File: config.mk
export PLATFORM = sky130hd
export DESIGN_NAME = assoc_lru_tag_cache_unit
export DESIGN_NICKNAME = d
export VERILOG_FILES = /design/src/hw/rtl/alru_pkg.sv /design/src/hw/rtl/alru_ram.sv /design/src/hw/rtl/alru_ctrl.sv /design/src/hw/rtl/alru_dp.sv /design/src/hw/rtl/assoc_lru_tag_cache_unit.sv
export SDC_FILE = /design/constraint.sdc
export NUM_CORES = 2
export LEC_CHECK = 0
export BUFFER_PORTS_ARGS = -buffer_cell sky130_fd_sc_hd__buf_2
export CELL_PAD_IN_SITES_DETAIL_PLACEMENT = 0
export CELL_PAD_IN_SITES_GLOBAL_PLACEMENT = 1
export CORE_AREA = 2 2 509 511
export DETAILED_ROUTE_END_ITERATION = 8
export DIE_AREA = 0 0 511 513
export GPL_TIMING_DRIVEN = 0
export PLACE_DENSITY = 0.69
export SLEW_MARGIN = 20
export SYNTH_ARGS = -nofsm -noshare
export SYNTH_HDL_FRONTEND = slang
export SYNTH_SLANG_ARGS = --single-unit
export TNS_END_PERCENT = 1
File: constraint.sdc
create_clock -name clk -period 16.7 [get_ports clk]
set_clock_uncertainty 0.15 [all_clocks]
set_input_delay 2.505 -clock clk [delete_from_list [all_inputs] [get_ports clk]]
set_output_delay 2.505 -clock clk [all_outputs]
set_load 0.005 [all_outputs]
File: src/hw/rtl/alru_pkg.sv
// Package with the word types, line record, codes and states of the tag cache unit.
package alru_pkg;

	localparam int KEY_W  = 64;
	localparam int LEN_W  = 17;
	localparam int LINE_W = 4;

	typedef enum logic {
		OP_LOOKUP = 1'b0,
		OP_INSERT = 1'b1
	} alru_op_t;

	typedef struct packed {
		alru_op_t         op;
		logic [KEY_W-1:0] key;
		logic [KEY_W-1:0] now;
		logic [LEN_W-1:0] obj_length;
	} alru_req_t;

	typedef struct packed {
		logic              hit;
		logic [LINE_W-1:0] line;
		logic [LEN_W-1:0]  stored_length;
	} alru_rsp_t;

	typedef struct packed {
		logic [KEY_W-1:0] key;
		logic [KEY_W-1:0] stamp;
		logic [LEN_W-1:0] length;
	} alru_rec_t;

	localparam int REC_W = $bits(alru_rec_t);

	typedef struct packed {
		logic load;
		logic scan;
		logic commit;
	} alru_cmd_t;

	typedef struct packed {
		logic scan_last;
	} alru_sts_t;

	typedef enum logic [1:0] {
		ST_IDLE,
		ST_SCAN,
		ST_DRAIN,
		ST_FINISH
	} alru_state_t;

endpackage

File: src/hw/rtl/alru_ram.sv
// Generic single write port RAM with one registered read port.
module alru_ram #(
	parameter int WIDTH = 8,
	parameter int DEPTH = 16,
	localparam int AW = (DEPTH > 1) ? $clog2(DEPTH) : 1
) (
	input  logic             clk,
	input  logic             we,
	input  logic [AW-1:0]    waddr,
	input  logic [WIDTH-1:0] wdata,
	input  logic             re,
	input  logic [AW-1:0]    raddr,
	output logic [WIDTH-1:0] rdata
);

	logic [WIDTH-1:0] mem [DEPTH];
	logic [WIDTH-1:0] rdata_q;

	always_ff @(posedge clk) begin
		if (we) begin
			mem[waddr] <= wdata;
		end
		if (re) begin
			rdata_q <= mem[raddr];
		end
	end

	assign rdata = rdata_q;

endmodule

File: src/hw/rtl/alru_ctrl.sv
// Sequencer that steps the datapath through load, line scan, drain and commit.
module alru_ctrl import alru_pkg::*; (
	input  logic      clk,
	input  logic      arst_n,
	input  logic      start,
	input  alru_sts_t sts,
	output alru_cmd_t cmd,
	output logic      busy,
	output logic      done
);

	alru_state_t state_q, state_d;

	always_ff @(posedge clk or negedge arst_n) begin
		if (!arst_n) begin
			state_q <= ST_IDLE;
		end else begin
			state_q <= state_d;
		end
	end

	always_comb begin
		state_d = state_q;
		unique case (state_q)
			ST_IDLE: begin
				if (start) begin
					state_d = ST_SCAN;
				end
			end
			ST_SCAN: begin
				if (sts.scan_last) begin
					state_d = ST_DRAIN;
				end
			end
			ST_DRAIN:  state_d = ST_FINISH;
			ST_FINISH: state_d = ST_IDLE;
			default:   state_d = ST_IDLE;
		endcase
	end

	always_comb begin
		cmd  = '0;
		busy = 1'b1;
		done = 1'b0;
		unique case (state_q)
			ST_IDLE: begin
				busy     = 1'b0;
				cmd.load = start;
			end
			ST_SCAN: begin
				cmd.scan = 1'b1;
			end
			ST_DRAIN: begin
			end
			ST_FINISH: begin
				cmd.commit = 1'b1;
				done       = 1'b1;
			end
			default: begin
				busy = 1'b0;
			end
		endcase
	end

endmodule

File: src/hw/rtl/alru_dp.sv
// Datapath with the line store, the scan counter, the match and victim search and the result.
module alru_dp import alru_pkg::*; #(
	parameter int NUM_LINES  = 16,
	parameter int MAX_OBJECT = 131072
) (
	input  logic      clk,
	input  logic      arst_n,
	input  alru_cmd_t cmd,
	input  alru_req_t req,
	output alru_sts_t sts,
	output alru_rsp_t rsp
);

	localparam int IDX_W = (NUM_LINES > 1) ? $clog2(NUM_LINES) : 1;
	localparam int CMP_W = 21;
	localparam logic [CMP_W-1:0] MAX_LEN  = CMP_W'(MAX_OBJECT);
	localparam logic [LEN_W-1:0] SAT_LEN  = LEN_W'(MAX_OBJECT - 1);
	localparam logic [IDX_W-1:0] LAST_IDX = IDX_W'(NUM_LINES - 1);

	logic [NUM_LINES-1:0] valid_q;
	logic [IDX_W-1:0]     idx_q;
	logic [IDX_W-1:0]     idx_s1;
	logic                 rd_vld_s1;
	logic                 found_q;
	logic                 free_q;
	logic [IDX_W-1:0]     sel_q;
	logic [KEY_W-1:0]     best_q;
	logic [LEN_W-1:0]     len_q;
	alru_op_t             op_q;
	logic [KEY_W-1:0]     key_q;
	logic [KEY_W-1:0]     now_q;
	alru_rec_t            rd_rec;
	alru_rec_t            wr_rec;
	logic                 wr_en;
	logic [LEN_W-1:0]     len_sat;

	assign len_sat = (CMP_W'(req.obj_length) >= MAX_LEN) ? SAT_LEN : req.obj_length;

	assign wr_en  = cmd.commit && ((op_q == OP_INSERT) || found_q);
	assign wr_rec = '{key: key_q, stamp: now_q, length: len_q};

	alru_ram #(
		.WIDTH(REC_W),
		.DEPTH(NUM_LINES)
	) u_store (
		.clk  (clk),
		.we   (wr_en),
		.waddr(sel_q),
		.wdata(wr_rec),
		.re   (cmd.scan),
		.raddr(idx_q),
		.rdata(rd_rec)
	);

	always_ff @(posedge clk or negedge arst_n) begin
		if (!arst_n) begin
			valid_q   <= '0;
			idx_q     <= '0;
			rd_vld_s1 <= 1'b0;
			found_q   <= 1'b0;
			free_q    <= 1'b0;
			op_q      <= OP_LOOKUP;
		end else begin
			rd_vld_s1 <= cmd.scan;
			if (cmd.load) begin
				idx_q   <= '0;
				found_q <= 1'b0;
				free_q  <= 1'b0;
				op_q    <= req.op;
			end else if (cmd.scan) begin
				idx_q <= idx_q + 1'b1;
			end
			if (rd_vld_s1) begin
				if (op_q == OP_LOOKUP) begin
					if (!found_q && valid_q[idx_s1] && (rd_rec.key == key_q)) begin
						found_q <= 1'b1;
					end
				end else if (!free_q && !valid_q[idx_s1]) begin
					free_q <= 1'b1;
				end
			end
			if (cmd.commit && (op_q == OP_INSERT)) begin
				valid_q[sel_q] <= 1'b1;
			end
		end
	end

	always_ff @(posedge clk) begin
		idx_s1 <= idx_q;
		if (cmd.load) begin
			key_q <= req.key;
			now_q <= req.now;
			len_q <= len_sat;
			sel_q <= '0;
			best_q <= '0;
		end else if (rd_vld_s1) begin
			if (op_q == OP_LOOKUP) begin
				if (!found_q && valid_q[idx_s1] && (rd_rec.key == key_q)) begin
					sel_q <= idx_s1;
					len_q <= rd_rec.length;
				end
			end else if (!free_q) begin
				if (!valid_q[idx_s1]) begin
					sel_q <= idx_s1;
				end else if ((idx_s1 == '0) || (rd_rec.stamp < best_q)) begin
					sel_q  <= idx_s1;
					best_q <= rd_rec.stamp;
				end
			end
		end
	end

	assign sts.scan_last = (idx_q == LAST_IDX);

	assign rsp.hit           = found_q;
	assign rsp.line          = LINE_W'(sel_q);
	assign rsp.stored_length = found_q ? len_q : '0;

endmodule

File: src/hw/rtl/assoc_lru_tag_cache_unit.sv
// Top level of the fully associative tag cache with least recently used replacement.
//
//   Channel  | Handshake               | Word
//   request  | start high, busy low    | req : alru_req_t (op, key, now, obj_length)
//   result   | done high for one cycle | rsp : alru_rsp_t (hit, line, stored_length)
//
// A request goes through the scan, drain and finish states before the next one is accepted.
// The scan reads one line record per cycle from the single read port of the line store.
// The result is on rsp in the finish state while done is high, taken at the edge that
// updates the store.
// Reset clears every valid mark at once, so no clearing pass is needed.
// The result cannot be stalled; busy is low only in the idle state and high through the result cycle.
module assoc_lru_tag_cache_unit import alru_pkg::*; #(
	parameter int NUM_LINES  = 16,
	parameter int MAX_OBJECT = 131072
) (
	input  logic      clk,
	input  logic      arst_n,
	input  logic      start,
	input  alru_req_t req,
	output logic      busy,
	output logic      done,
	output alru_rsp_t rsp
);

	alru_cmd_t cmd;
	alru_sts_t sts;

	alru_ctrl u_ctrl (
		.clk   (clk),
		.arst_n(arst_n),
		.start (start),
		.sts   (sts),
		.cmd   (cmd),
		.busy  (busy),
		.done  (done)
	);

	alru_dp #(
		.NUM_LINES (NUM_LINES),
		.MAX_OBJECT(MAX_OBJECT)
	) u_dp (
		.clk   (clk),
		.arst_n(arst_n),
		.cmd   (cmd),
		.req   (req),
		.sts   (sts),
		.rsp   (rsp)
	);

endmodule

==> metrics.txt <==
# TYPE chip_impl_metric gauge
chip_impl_metric{name="die_height",unit="um"} 513
chip_impl_metric{name="intPower",unit="mW"} 13.68
chip_impl_metric{name="part_of_the_total_power_dissipated_in_combinational_logic",unit="%"} 23.1
chip_impl_metric{name="drv.max_cap_violation_count",unit=""} 0
chip_impl_metric{name="grt_max_degree",unit=""} 55
chip_impl_metric{name="fin_nets",unit=""} 5235
chip_impl_info{name="worstHoldPathType",value="flop to flop"} 1
chip_impl_metric{name="cts.hold.buffers_added",unit=""} 0
chip_impl_metric{name="min_period_over_period",unit="%"} 32.62
chip_impl_metric{name="floorplan.initialDensity",unit="%"} 39.92
chip_impl_metric{name="dp.cells",unit=""} 8116
chip_impl_metric{name="grt_first_pass_wirelength",unit="um"} 359900
chip_impl_metric{name="synth-edff-count",unit=""} 2610
chip_impl_info{name="outcome",value="completed"} 1
chip_impl_metric{name="post_dp_cell_area",unit="mm2"} 0.1113
chip_impl_metric{name="core_area",unit="mm2"} 0.2562
chip_impl_metric{name="io_buffers",unit=""} 172
chip_impl_metric{name="synth_cell_type_count",unit=""} 56
chip_impl_metric{name="period_needed",unit="ps"} 5447
chip_impl_metric{name="seq_power_share",unit="%"} 45.7
chip_impl_info{name="worstReg2RegStart",value="u_dp.key_q[34]"} 1
chip_impl_info{name="layout_common_cells",value="sky130_fd_sc_hd__edfxtp_1 (2610), sky130_fd_sc_hd__mux4_2 (730), sky130_fd_sc_hd__clkbuf_16 (289), sky130_fd_sc_hd__buf_2 (200), sky130_fd_sc_hd__clkbuf_1 (141)"} 1
chip_impl_metric{name="final_antenna_net_count",unit=""} 0
chip_impl_metric{name="holdWs",unit="ps"} 217.4
chip_impl_metric{name="viasPerCell",unit=""} 5.597
chip_impl_metric{name="layout_setup_ws",unit="ps"} 11250
chip_impl_metric{name="floorplan_row_count",unit=""} 186
chip_impl_metric{name="slew_headroom",unit="%"} 25.72
chip_impl_metric{name="yosysWarningCount",unit=""} 0
chip_impl_metric{name="antenna_found_initial",unit=""} 14
chip_impl_metric{name="postRouteWirelength",unit="um"} 252100
chip_impl_metric{name="initialDrtViolationCount",unit=""} 5759
chip_impl_info{name="critPathCaptureType",value="primary output"} 1
chip_impl_metric{name="numCtsBuffers",unit=""} 281
chip_impl_metric{name="fillers",unit=""} 20685
chip_impl_info{name="cts_tree",value="yes"} 1
chip_impl_metric{name="worst_ir_drop_vdd",unit="uV"} 105.0
chip_impl_metric{name="setup_violators_final",unit=""} 0
chip_impl_metric{name="powerDensity",unit="mW/mm2"} 158.8
chip_impl_metric{name="post_synthesis_net_count",unit=""} 4547
chip_impl_metric{name="insertion_delay",unit="ps"} 920
chip_impl_metric{name="net_sw_share",unit="%"} 28.24
chip_impl_info{name="criticalPathCategory",value="flop to primary output"} 1
chip_impl_metric{name="synthCells",unit=""} 4329
chip_impl_metric{name="crit_required",unit="ps"} 14050
chip_impl_metric{name="fmaxAchievable",unit="MHz"} 183.6
chip_impl_metric{name="ys_ff_latch",unit=""} 2708
chip_impl_metric{name="final-seq-area",unit="mm2"} 0.08047
chip_impl_metric{name="power.leakage",unit="nW"} 37.58
chip_impl_metric{name="slew_viol_final",unit=""} 0
chip_impl_metric{name="synth_largest_type_area_fraction",unit="%"} 76.62
chip_impl_metric{name="synth.avg_cell_area",unit="um2"} 23.63
chip_impl_metric{name="antenna_cells_inserted",unit=""} 0
chip_impl_metric{name="tns",unit="ps"} 0
chip_impl_metric{name="clockPowerShare",unit="%"} 31.2
chip_impl_metric{name="post_detail_place_hpwl",unit="um"} 163700
chip_impl_metric{name="grt.total_usage",unit="%"} 19.10
chip_impl_metric{name="fin_cells",unit=""} 8600
chip_impl_metric{name="io_pins",unit=""} 173
chip_impl_metric{name="synth-seq-area-share",unit="%"} 78.66
chip_impl_metric{name="wl_per_cell",unit="um"} 29.31
chip_impl_info{name="mostFrequentLayoutCell",value="sky130_fd_sc_hd__edfxtp_1"} 1
chip_impl_metric{name="ctsResizeCount",unit=""} 0
chip_impl_metric{name="synthArstFlopShare",unit="%"} 0.9601
chip_impl_metric{name="critical_path_arrival",unit="ps"} 2790
chip_impl_metric{name="clkSinkCount",unit=""} 2708
chip_impl_metric{name="width_of_the_chip",unit="um"} 511
chip_impl_metric{name="grt.overflow.total",unit=""} 0
chip_impl_info{name="critPathLaunchType",value="flop"} 1
chip_impl_metric{name="rrSetupSlack",unit="ps"} 11720
chip_impl_metric{name="drive_gt1_share",unit="%"} 32.04
chip_impl_metric{name="layout-area-overhead-vs-synth",unit="%"} 17.30
chip_impl_info{name="synth_largest_area_cell",value="sky130_fd_sc_hd__edfxtp_1"} 1
chip_impl_metric{name="timing.final.hold_violations",unit=""} 0
chip_impl_metric{name="worst_setup_hold_path_clk_slew",unit="ps"} 60
chip_impl_metric{name="post_cts_buffers",unit=""} 0
chip_impl_metric{name="power.switching",unit="mW"} 5.383
chip_impl_metric{name="worst_slack_placed",unit="ps"} 11170
chip_impl_metric{name="route.vias.total",unit=""} 48134
chip_impl_metric{name="cp_max_fo",unit=""} 11
chip_impl_metric{name="remaining_routing_drc_violations",unit=""} 0
chip_impl_info{name="grt_setup_unrepaired",value="no"} 1
chip_impl_metric{name="drtPass1Iterations",unit=""} 6
chip_impl_info{name="root_buffer",value="sky130_fd_sc_hd__clkbuf_16"} 1
chip_impl_metric{name="combined_area_of_the_multi_input_logic_cells",unit="mm2"} 0.02062
chip_impl_metric{name="worst_slew_pin_slew",unit="ps"} 1114
chip_impl_metric{name="postLayoutCellArea",unit="mm2"} 0.1200
chip_impl_metric{name="h_tree_lvls",unit=""} 5
chip_impl_metric{name="cts.path.max_buffers",unit=""} 4
chip_impl_info{name="synth-main-ff-cell",value="sky130_fd_sc_hd__edfxtp_1"} 1
chip_impl_info{name="startpoint",value="u_dp.found_q"} 1
chip_impl_metric{name="die_area",unit="mm2"} 0.2621
chip_impl_info{name="netlist_top_cells_area",value="sky130_fd_sc_hd__edfxtp_1 (77%), sky130_fd_sc_hd__mux4_2 (16%), sky130_fd_sc_hd__dfxtp_1 (1.4%), sky130_fd_sc_hd__ha_1 (0.84%), sky130_fd_sc_hd__dfrtp_1 (0.64%)"} 1
chip_impl_metric{name="place.gp.congestion",unit=""} 0.7489
chip_impl_info{name="worstHoldStart",value="u_dp.idx_q[3]"} 1
chip_impl_metric{name="syn_area",unit="mm2"} 0.1023
chip_impl_metric{name="grt_pass1_vias",unit=""} 48988
power groups by stage:
stage	combinational, mW	clock, mW	sequential [mW]
after CTS	4.49	6.06	8.71
after global routing	4.70	6.32	8.77
after detailed placement	4.46	0	8.85
final	4.40	5.95	8.71
after global placement	4.34	0	8.95
after floorplan	2.93	0	8.72
worst max-delay path, stage by stage (launching register included):
cell and delay [ps]:
sky130_fd_sc_hd__dfrtp_1 710, sky130_fd_sc_hd__clkbuf_1 640, sky130_fd_sc_hd__and2_1 380, sky130_fd_sc_hd__buf_2 170
worst paths after layout:
kind	endpoint	cells past startpoint
worst max-delay path	rsp[15]	3
worst min-delay path	u_dp.idx_s1[3]	0
worst max register to register	u_dp.len_q[15]	6
worst min register to register	u_dp.idx_s1[3]	0
max in group asynchronous	u_dp.found_q	1
min in group asynchronous	u_dp.valid_q[8]	1
stage by stage:
step	utilization [%]	total power [mW]
finish	46.83	19.06
floorplan	-	11.65
CTS	46.81	19.26
global route	46.83	19.79
global placement	41.91	13.29
detailed placement	43.45	13.30
registers in the layout (all words and copies together) (netlist names), 16 cells and up:
name	flops
u_dp.best_q	64
u_dp.key_q	64
u_dp.len_q	17
u_dp.now_q	64
u_dp.u_store.mem	2320
u_dp.u_store.rdata	145
u_dp.valid_q	16
Yosys cell counts (5+ instances only):
cell / instances
sky130_fd_sc_hd__clkbuf_4: 5
sky130_fd_sc_hd__a21o_1: 12
sky130_fd_sc_hd__a21oi_2: 24
sky130_fd_sc_hd__xor2_1: 34
sky130_fd_sc_hd__dfxtp_1: 72
sky130_fd_sc_hd__clkbuf_8: 8
sky130_fd_sc_hd__mux4_2: 730
sky130_fd_sc_hd__buf_1: 51
sky130_fd_sc_hd__buf_2: 15
sky130_fd_sc_hd__o21ai_1: 62
sky130_fd_sc_hd__o21ai_0: 17
sky130_fd_sc_hd__ha_1: 69
sky130_fd_sc_hd__clkbuf_1: 109
sky130_fd_sc_hd__dfrtp_1: 26
sky130_fd_sc_hd__and2_1: 20
sky130_fd_sc_hd__inv_1: 67
sky130_fd_sc_hd__o211ai_1: 6
sky130_fd_sc_hd__buf_6: 12
sky130_fd_sc_hd__nand3_1: 73
sky130_fd_sc_hd__nor4_1: 11
sky130_fd_sc_hd__nand2_1: 88
sky130_fd_sc_hd__xnor2_1: 33
sky130_fd_sc_hd__nor3_1: 8
sky130_fd_sc_hd__a21oi_1: 67
sky130_fd_sc_hd__nor2_1: 29
sky130_fd_sc_hd__nand4_1: 22
sky130_fd_sc_hd__edfxtp_1: 2610
cell families (layout without fill, tap and decap cells):
logic type | count (synthesis) | after routing | share of synthesized area, %
AND/OR/NAND/NOR | 266 | 266 | 1.273
buffers and inverters | 277 | 1164 | 1.299
XOR/XNOR | 67 | 67 | 0.5737
adder cells (fa/ha/maj) | 69 | 69 | 0.8440
AO/OA/AOI/OAI | 211 | 211 | 1.267
multiplexers | 731 | 731 | 16.08
flip-flops | 2708 | 2708 | 78.66
metal layers:
metal  wire [um]  vias to the layer above  track usage (%)
met5          13                        -                0
met3       15960                      402            2.978
met4        7423                        2            5.672
met1      100300                    26140            25.46
met2      128300                     1855            32.45
li1            -                    19735                -
final cells by class:
cell class              count  area share, %
plain buffers             209         0.9510
clock buffers             353          6.319
clock inverters           129         0.8561
inverters                  68         0.2127
multi-input cells        1344          17.19
flip-flops and latches   2708          67.06
well taps                3384          3.529
repair buffers            405          3.882
(Power assumes the default switching activity.)
